$ cat src/hw/rtl/tiad_pkg.sv
// ----------------------------------------------------------------------------
// tiad_pkg
// Types and constants shared by the tilt and impact accident detector:
// transfer payloads, accident mode codes, register indexes and reset values.
// ----------------------------------------------------------------------------
`timescale 1ns / 1ps

package tiad_pkg;

   localparam int G_W     = 14;
   localparam int TILT_W  = 11;
   localparam int TIME_W  = 32;
   localparam int CSR_IDX_W  = 3;
   localparam int CSR_DATA_W = 32;

   typedef logic [1:0]            mode_type;
   typedef logic [CSR_IDX_W-1:0]  csr_idx_type;

   // accident mode codes
   localparam mode_type MODE_NONE    = 2'd0;
   localparam mode_type MODE_MOVING  = 2'd1;
   localparam mode_type MODE_STOPPED = 2'd2;

   // item kinds
   localparam logic ACTION_SAMPLE = 1'b0;
   localparam logic ACTION_CANCEL = 1'b1;

   // register indexes
   localparam csr_idx_type CSR_IMPACT_THRESHOLD   = 3'd0;
   localparam csr_idx_type CSR_TILT_THRESHOLD     = 3'd1;
   localparam csr_idx_type CSR_MOVING_QUALIFY_MS  = 3'd2;
   localparam csr_idx_type CSR_STOPPED_QUALIFY_MS = 3'd3;
   localparam csr_idx_type CSR_MOVING_WINDOW_MS   = 3'd4;
   localparam csr_idx_type CSR_STOPPED_WINDOW_MS  = 3'd5;

   // register reset values
   localparam logic [G_W-1:0]    RST_IMPACT_THRESHOLD   = 14'd4000;
   localparam logic [TILT_W-1:0] RST_TILT_THRESHOLD     = 11'd450;
   localparam logic [TIME_W-1:0] RST_MOVING_QUALIFY_MS  = 32'd3000;
   localparam logic [TIME_W-1:0] RST_STOPPED_QUALIFY_MS = 32'd90000;
   localparam logic [TIME_W-1:0] RST_MOVING_WINDOW_MS   = 32'd90000;
   localparam logic [TIME_W-1:0] RST_STOPPED_WINDOW_MS  = 32'd30000;

   typedef struct packed {
      logic               action;
      logic [TIME_W-1:0]  now_ms;
      logic [G_W-1:0]     g_milli;
      logic [TILT_W-1:0]  tilt_decideg;
   } req_type;

   typedef struct packed {
      logic      buzzer_on;
      logic      detected_now;
      logic      alert_now;
      mode_type  accident_mode;
      logic      confirmed;
   } rsp_type;

endpackage

$ cat src/hw/rtl/tilt_impact_accident_detector.sv
// ----------------------------------------------------------------------------
// tilt_impact_accident_detector
// Pipeline: each request passes the input register, then the result
// register. Throughput: one item per cycle while rsp_ready does not stall
// the result register; the input register refills in the same cycle the
// result register is loaded or taken.
// Reset: synchronous, clears detection state and loads register defaults.
// Detects moving (impact plus tilt) and stopped (tilt only) accidents, runs
// the cancel window and raises a one-shot alert.
// ----------------------------------------------------------------------------
`timescale 1ns / 1ps

module tilt_impact_accident_detector
   import tiad_pkg::*;
(
   input  logic                   clock,
   input  logic                   reset,

   input  logic                   req_valid,
   output logic                   req_ready,
   input  req_type                req_data,

   output logic                   rsp_valid,
   input  logic                   rsp_ready,
   output rsp_type                rsp_data,

   input  logic                   csr_valid,
   output logic                   csr_ready,
   input  csr_idx_type            csr_index,
   input  logic [CSR_DATA_W-1:0]  csr_data
);

   // configuration registers
   logic [G_W-1:0]    impact_threshold_ff;
   logic [TILT_W-1:0] tilt_threshold_ff;
   logic [TIME_W-1:0] moving_qualify_ff;
   logic [TIME_W-1:0] stopped_qualify_ff;
   logic [TIME_W-1:0] moving_window_ff;
   logic [TIME_W-1:0] stopped_window_ff;

   // detection state
   logic              moving_running_ff, moving_running_in;
   logic [TIME_W-1:0] moving_start_ff, moving_start_in;
   logic              stopped_running_ff, stopped_running_in;
   logic [TIME_W-1:0] stopped_start_ff, stopped_start_in;
   logic              triggered_ff, triggered_in;
   mode_type          mode_ff, mode_in;
   logic [TIME_W-1:0] window_start_ff, window_start_in;
   logic              confirmed_ff, confirmed_in;

   // pipeline registers
   logic              s1_valid_ff;
   req_type           s1_data_ff;
   logic              rsp_valid_ff;
   rsp_type           rsp_data_ff, rsp_data_in;

   logic              s1_advance;

   // datapath terms
   logic              hard_impact;
   logic              tilted;
   logic              moving_cond;
   logic              stopped_cond;
   logic [TIME_W-1:0] moving_start_eff;
   logic [TIME_W-1:0] stopped_start_eff;
   logic [TIME_W-1:0] moving_elapsed;
   logic [TIME_W-1:0] stopped_elapsed;
   logic [TIME_W-1:0] window_elapsed_old;
   logic              moving_hit;
   logic              stopped_hit;
   logic              window_expired;
   logic [TIME_W-1:0] window_len;

   // handshake: result register drains or is empty, input register follows
   assign s1_advance = s1_valid_ff && (!rsp_valid_ff || rsp_ready);
   assign req_ready  = !s1_valid_ff || s1_advance;
   assign rsp_valid  = rsp_valid_ff;
   assign rsp_data   = rsp_data_ff;
   assign csr_ready  = 1'b1;

   // configuration writes
   always_ff @(posedge clock) begin
      if (reset) begin
         impact_threshold_ff <= RST_IMPACT_THRESHOLD;
         tilt_threshold_ff   <= RST_TILT_THRESHOLD;
         moving_qualify_ff   <= RST_MOVING_QUALIFY_MS;
         stopped_qualify_ff  <= RST_STOPPED_QUALIFY_MS;
         moving_window_ff    <= RST_MOVING_WINDOW_MS;
         stopped_window_ff   <= RST_STOPPED_WINDOW_MS;
      end else if (csr_valid && csr_ready) begin
         unique case (csr_index)
            CSR_IMPACT_THRESHOLD:   impact_threshold_ff <= csr_data[G_W-1:0];
            CSR_TILT_THRESHOLD:     tilt_threshold_ff   <= csr_data[TILT_W-1:0];
            CSR_MOVING_QUALIFY_MS:  moving_qualify_ff   <= csr_data[TIME_W-1:0];
            CSR_STOPPED_QUALIFY_MS: stopped_qualify_ff  <= csr_data[TIME_W-1:0];
            CSR_MOVING_WINDOW_MS:   moving_window_ff    <= csr_data[TIME_W-1:0];
            CSR_STOPPED_WINDOW_MS:  stopped_window_ff   <= csr_data[TIME_W-1:0];
            default: ;
         endcase
      end
   end

   // classify the sample and measure hold times
   assign hard_impact  = s1_data_ff.g_milli > impact_threshold_ff;
   assign tilted       = s1_data_ff.tilt_decideg > tilt_threshold_ff;
   assign moving_cond  = hard_impact && tilted;
   assign stopped_cond = tilted && !hard_impact;

   assign moving_start_eff  = moving_running_ff  ? moving_start_ff  : s1_data_ff.now_ms;
   assign stopped_start_eff = stopped_running_ff ? stopped_start_ff : s1_data_ff.now_ms;
   assign moving_elapsed     = s1_data_ff.now_ms - moving_start_eff;
   assign stopped_elapsed    = s1_data_ff.now_ms - stopped_start_eff;
   assign window_elapsed_old = s1_data_ff.now_ms - window_start_ff;

   assign moving_hit  = moving_cond && !triggered_ff &&
                        (moving_elapsed >= moving_qualify_ff);
   assign stopped_hit = stopped_cond && !triggered_ff && !moving_hit &&
                        (stopped_elapsed >= stopped_qualify_ff);

   // compute next state and the result of the item in the input register
   always_comb begin
      moving_running_in  = moving_running_ff;
      moving_start_in    = moving_start_ff;
      stopped_running_in = stopped_running_ff;
      stopped_start_in   = stopped_start_ff;
      triggered_in       = triggered_ff;
      mode_in            = mode_ff;
      window_start_in    = window_start_ff;
      confirmed_in       = confirmed_ff;
      window_len         = moving_window_ff;
      window_expired     = 1'b0;
      rsp_data_in        = '0;

      priority if (s1_data_ff.action == ACTION_CANCEL) begin
         // drop all accident state
         moving_running_in  = 1'b0;
         moving_start_in    = '0;
         stopped_running_in = 1'b0;
         stopped_start_in   = '0;
         triggered_in       = 1'b0;
         mode_in            = MODE_NONE;
         window_start_in    = '0;
         confirmed_in       = 1'b0;
      end else if (confirmed_ff) begin
         // hold everything once confirmed
         rsp_data_in.accident_mode = mode_ff;
         rsp_data_in.confirmed     = 1'b1;
      end else begin
         moving_running_in  = moving_cond;
         moving_start_in    = moving_cond ? moving_start_eff : '0;
         stopped_running_in = stopped_cond;
         stopped_start_in   = stopped_cond ? stopped_start_eff : '0;

         if (moving_hit || stopped_hit) begin
            triggered_in    = 1'b1;
            mode_in         = moving_hit ? MODE_MOVING : MODE_STOPPED;
            window_start_in = s1_data_ff.now_ms;
         end

         // check the cancel window; a fresh detection starts at zero elapsed
         window_len = (mode_in == MODE_MOVING) ? moving_window_ff : stopped_window_ff;
         if (moving_hit || stopped_hit) begin
            window_expired = (window_len == '0);
         end else begin
            window_expired = triggered_ff && (window_elapsed_old >= window_len);
         end
         confirmed_in = window_expired;

         rsp_data_in.buzzer_on     = triggered_in && !window_expired;
         rsp_data_in.detected_now  = moving_hit || stopped_hit;
         rsp_data_in.alert_now     = window_expired;
         rsp_data_in.accident_mode = mode_in;
         rsp_data_in.confirmed     = window_expired;
      end
   end

   // advance control and detection state
   always_ff @(posedge clock) begin
      if (reset) begin
         s1_valid_ff        <= 1'b0;
         rsp_valid_ff       <= 1'b0;
         moving_running_ff  <= 1'b0;
         moving_start_ff    <= '0;
         stopped_running_ff <= 1'b0;
         stopped_start_ff   <= '0;
         triggered_ff       <= 1'b0;
         mode_ff            <= MODE_NONE;
         window_start_ff    <= '0;
         confirmed_ff       <= 1'b0;
      end else begin
         if (req_ready) begin
            s1_valid_ff <= req_valid;
         end
         if (s1_advance) begin
            rsp_valid_ff       <= 1'b1;
            moving_running_ff  <= moving_running_in;
            moving_start_ff    <= moving_start_in;
            stopped_running_ff <= stopped_running_in;
            stopped_start_ff   <= stopped_start_in;
            triggered_ff       <= triggered_in;
            mode_ff            <= mode_in;
            window_start_ff    <= window_start_in;
            confirmed_ff       <= confirmed_in;
         end else if (rsp_ready) begin
            rsp_valid_ff <= 1'b0;
         end
      end
   end

   // load payload registers
   always_ff @(posedge clock) begin
      if (req_valid && req_ready) begin
         s1_data_ff <= req_data;
      end
      if (s1_advance) begin
         rsp_data_ff <= rsp_data_in;
      end
   end

   // checks on the detection logic
   a_confirmed_needs_trigger: assert property (@(posedge clock) disable iff (reset)
      confirmed_ff |-> (triggered_ff && (mode_ff != MODE_NONE)))
      else $error("confirmed without a detected accident");

   a_alert_sets_confirmed: assert property (@(posedge clock) disable iff (reset)
      (rsp_valid_ff && rsp_data_ff.alert_now) |-> rsp_data_ff.confirmed)
      else $error("alert without confirmed");

   a_buzzer_excludes_confirmed: assert property (@(posedge clock) disable iff (reset)
      rsp_valid_ff |-> !(rsp_data_ff.buzzer_on && rsp_data_ff.confirmed))
      else $error("buzzer on while confirmed");

   a_detect_has_mode: assert property (@(posedge clock) disable iff (reset)
      (rsp_valid_ff && rsp_data_ff.detected_now) |->
         (rsp_data_ff.accident_mode == MODE_MOVING ||
          rsp_data_ff.accident_mode == MODE_STOPPED))
      else $error("detection without an accident mode");

   a_trigger_holds: assert property (@(posedge clock) disable iff (reset)
      (triggered_ff && !s1_advance) |=> triggered_ff)
      else $error("trigger lost without a transfer");

endmodule
$ cat config.mk
export PLATFORM = sky130hd
export DESIGN_NAME = tilt_impact_accident_detector
export DESIGN_NICKNAME = d
export VERILOG_FILES = /design/src/hw/rtl/tiad_pkg.sv /design/src/hw/rtl/tilt_impact_accident_detector.sv
export SDC_FILE = /design/constraint.sdc
export NUM_CORES = 1
export LEC_CHECK = 0
export BUFFER_PORTS_ARGS = -buffer_cell sky130_fd_sc_hd__buf_2
export CAP_MARGIN = 10
export CORE_UTILIZATION = 45
export DETAILED_ROUTE_END_ITERATION = 8
export GPL_TIMING_DRIVEN = 0
export PLACE_DENSITY = 0.58
export SLEW_MARGIN = 40
export SYNTH_ARGS = -nofsm -noshare
export SYNTH_HDL_FRONTEND = slang
export SYNTH_SLANG_ARGS = --single-unit
$ cat constraint.sdc
create_clock -name clock -period 13.39 [get_ports clock]
set_input_delay 2.678 -clock clock [delete_from_list [all_inputs] [get_ports clock]]
set_output_delay 2.678 -clock clock [all_outputs]
set_load 0.02 [all_outputs]
==> metrics.md <==
| Metric | Value |
|---|---|
| Worst Hold Class | `register to register` |
| Tightest Pin Transition | `0.851 ns` |
| Core Util, Final | `0.514` |
| Cts repair resizes | `0` |
| Worst slack, placed | `2.49 ns` |
| Slew Viols, Final | `0` |
| Leak | `9.03 nW` |
| Final clock skew | `0.0241 ns` |
| Max-cap viol count | `0` |
| Syn_nets | `2659` |
| Vias | `17000` |
| Final GP Congestion | `0.905` |
| Largest net degree at the start of global routing | `33` |
| CP endpoint kind | `register` |
| Req. time, crit path | `13.67 ns` |
| WL per Instance | `18.4 um` |
| Rows | `76` |
| Clock slew at reported path FFs | `0.06 ns` |
| Post-synth EDFFs | `64` |
| HP Start | `window_start_ff[24]$_SDFFE_PP0P_` |
| Async set-reset flop share out of synthesis | `0` |
| Reg2reg setup slack | `2.30 ns` |
| IO buf count | `104` |
| RSZ-0062 raised after global routing | `no` |
| Tmin final | `11.09 ns` |
| Critical Path AT | `11.38 ns` |
| Post-synth top area share | `0.262` |
| Die area | `44400 sq um` |
| Die X | `211 um` |
| Post-DP HPWL | `44.8 mm` |
| Post-CTS repair timing setup buffer count | `0` |
| Total grt overflow | `0` |
| Nets | `2805` |
| Clock Path Buffers | `3` |
| Worst-skew pair later-pin latency | `0.57 ns` |
| Cell Pwr Density | `121 nW/um^2` |
| Cell count after synthesis | `2343` |
| Synth Warn # | `0` |
| Core area | `43100 sq um` |
| Endpoint, Worst Hold | `window_start_ff[24]$_SDFFE_PP0P_` |
| Count of cell types in the netlist | `74` |
| Area contributors post-synth | `dfxtp_1 (26%), ha_1 (14%), edfxtp_1 (9.8%)` |
| Worst reg2reg path depth | `41` |
| Share of cells above drive strength 1 | `0.0806` |
| Setup tns final | `0 ns` |
| Hold Fails Final Rpt | `0` |
| Sequential fraction of the synthesis area | `0.360` |
| VDD IR-drop max | `0.108 mV` |
| Crit start category | `register` |
| R2R Path Start | `moving_running_ff$_SDFFE_PP0P_` |
| Setup-failing EPs final | `0` |
| TritonCTS clock tree | `yes` |
| Most common cell after layout, fill and taps aside | `nand2_1` |
| 1st-iter DRT viols | `1103` |
| Layout Area Growth over Synthesis | `13.0%` |
| Slowest cell delay on critical path | `0.63 ns` |
| Die span in y | `211 um` |
| Switching pwr | `800 uW` |
| Number of global-route vias before repair | `16000` |
| Clk root buf | `clkbuf_16` |
| Avg Vias per Cell | `5.49` |
| Starting Density | `0.455` |
| Most frequent cells in the layout | `nand2_1 (347), a21oi_1 (308), dfxtp_1 (257)` |
| TritonRoute pass-1 iters | `5` |
| Internal Pwr Total | `1.87 mW` |
| H-tree levels | `2` |
| DRC Markers | `0` |
| CTS buffer count | `38` |
| Yosys top cell by area | `dfxtp_1` |
| Antenna violations before repair | `0` |
| Power share of the clock group | `0.386` |
| Clock sinks | `321` |
| Max-slew headroom | `0.429` |
| Max Freq | `0.0901 GHz` |
| Seq pwr share | `0.391` |
| Synth Area per Inst | `8.37 sq um` |
| Kind of critical path | `register to register` |
| Crit path max-delay cell type | `clkbuf_1` |
| Hold depth | `2` |
| Critical path peak fanout | `10` |
| # hold bufs at CTS | `0` |
| First-pass GRT wire length | `88.5 mm` |
| Outcome | `finished clean` |
| End of the worst register-to-register path | `rsp_data[0]$_SDFFCE_PP0P_` |
| Total Routing Usage GR | `0.258` |
| Synthesized cell area | `19600 sq um` |
| Seq cells post-synth | `321` |
| Combinational power share | `0.222` |
| Sw frac | `0.300` |
| DRT Wirelength | `57.0 mm` |
| IO Count | `107` |
| Top FF cell, synth | `dfxtp_1` |
| Post-route ant nets | `0` |
| Final Power | `2.67 mW` |
| Final worst setup slack | `2.30 ns` |
| Period Utilization, post-route | `0.828` |
[area by class of cell]
cell class / instances / area, sq um
clock inverter: 16 / 154
clock buffer: 54 / 1080
timing repair buffer: 106 / 556
fill: 4193 / 20900
multi-input combinational: 1755 / 11500
sequential: 321 / 7070
buffer: 107 / 428
inverter: 160 / 601
antenna: 1 / 2.50
tap: 585 / 732
[synthesized netlist by cell type, drive strengths merged, types with 24 or more instances]
library cell,instances
a21oi,313
nand3,53
dfxtp,257
edfxtp,64
nand4,30
a21o,93
xor2,24
clkbuf,87
nand3b,25
mux2i,92
nor2,154
xnor2,61
o21ai,57
nand2,347
inv,159
nor3,73
ha,215
[layer usage]
metal  GRT usage  part of all wire  vias up
li1            -                 -     8504
met1       0.353              0.47     8061
met2       0.423              0.46      394
met3      0.0277             0.046       78
met4      0.0855             0.027        0
met5           0                 0        -
[power by group through the flow]
| stage | logic [mW] | clock network, mW | registers (mW) |
|---|---|---|---|
| after detailed placement | 0.585 | 0 | 1.07 |
| after floorplan | 0.429 | 0 | 1.06 |
| after global routing | 0.667 | 1.10 | 1.05 |
| after CTS | 0.591 | 1.06 | 1.05 |
| after global placement | 0.569 | 0 | 1.07 |
| final | 0.594 | 1.03 | 1.04 |
[registers in the layout (all words and copies together), names as in the netlist]
| signal | cells |
|---|---|
| s1_data_ff | 58 |
| moving_qualify_ff | 32 |
| moving_start_ff | 32 |
| moving_window_ff | 32 |
| stopped_qualify_ff | 32 |
| stopped_start_ff | 32 |
| stopped_window_ff | 32 |
| window_start_ff | 32 |
| impact_threshold_ff | 14 |
| tilt_threshold_ff | 11 |
| rsp_data | 6 |
| mode_ff | 2 |
| confirmed_ff | 1 |
| moving_running_ff | 1 |
| rsp_valid | 1 |
| s1_valid_ff | 1 |
| stopped_running_ff | 1 |
| triggered_ff | 1 |
[critical path, delay by kind of cell (launching register included)]
kind | cells | cell delay (ns)
compound gates | 25 | 6.32
xor+xnor | 1 | 0.15
simple gates | 4 | 0.45
mux | 1 | 0.38
buf+inv | 6 | 1.86
fa+ha+maj | 4 | 1.32
flops | 1 | 0.30
[how the worst max path moves through the flow]
| stage | startpoint | slack [ns] | depth (start not counted) | end |
|---|---|---|---|---|
| 2_1_floorplan | moving_running_ff$_SDFFE_PP0P_ | 4.91 | 41 | rsp_data[0]$_SDFFCE_PP0P_ |
| 3_3_place_gp | moving_running_ff$_SDFFE_PP0P_ | 2.62 | 41 | rsp_data[0]$_SDFFCE_PP0P_ |
| 3_5_place_dp | moving_running_ff$_SDFFE_PP0P_ | 2.49 | 41 | rsp_data[0]$_SDFFCE_PP0P_ |
| 4_1_cts | moving_running_ff$_SDFFE_PP0P_ | 2.44 | 41 | rsp_data[0]$_SDFFCE_PP0P_ |
| 5_1_grt | moving_running_ff$_SDFFE_PP0P_ | 1.64 | 41 | rsp_data[0]$_SDFFCE_PP0P_ |
| 6_report | moving_running_ff$_SDFFE_PP0P_ | 2.30 | 41 | rsp_data[0]$_SDFFCE_PP0P_ |
[metrics by stage]
step                      hold WS [ns]  std cells  instance area, sq um
final                            0.449       3105                 22200
after global routing             0.469       3104                 22200
after CTS                        0.452       3104                 22200
after detailed placement         0.443       3034                 20900
after global placement           0.440       3032                 20900
after floorplan                  0.432       2343                 19600
[cell families (layout without fill, tap and decap cells)]
kind of cell	after synthesis	in the layout	share of synthesized area
other cells	1	2	0.000191
mux	94	94	0.0481
simple gates	771	771	0.177
compound gates	586	586	0.184
fa+ha+maj	218	218	0.140
xor+xnor	85	85	0.0380
buf+inv	267	443	0.0523
flops	321	321	0.360
(Power assumes the default switching activity.)
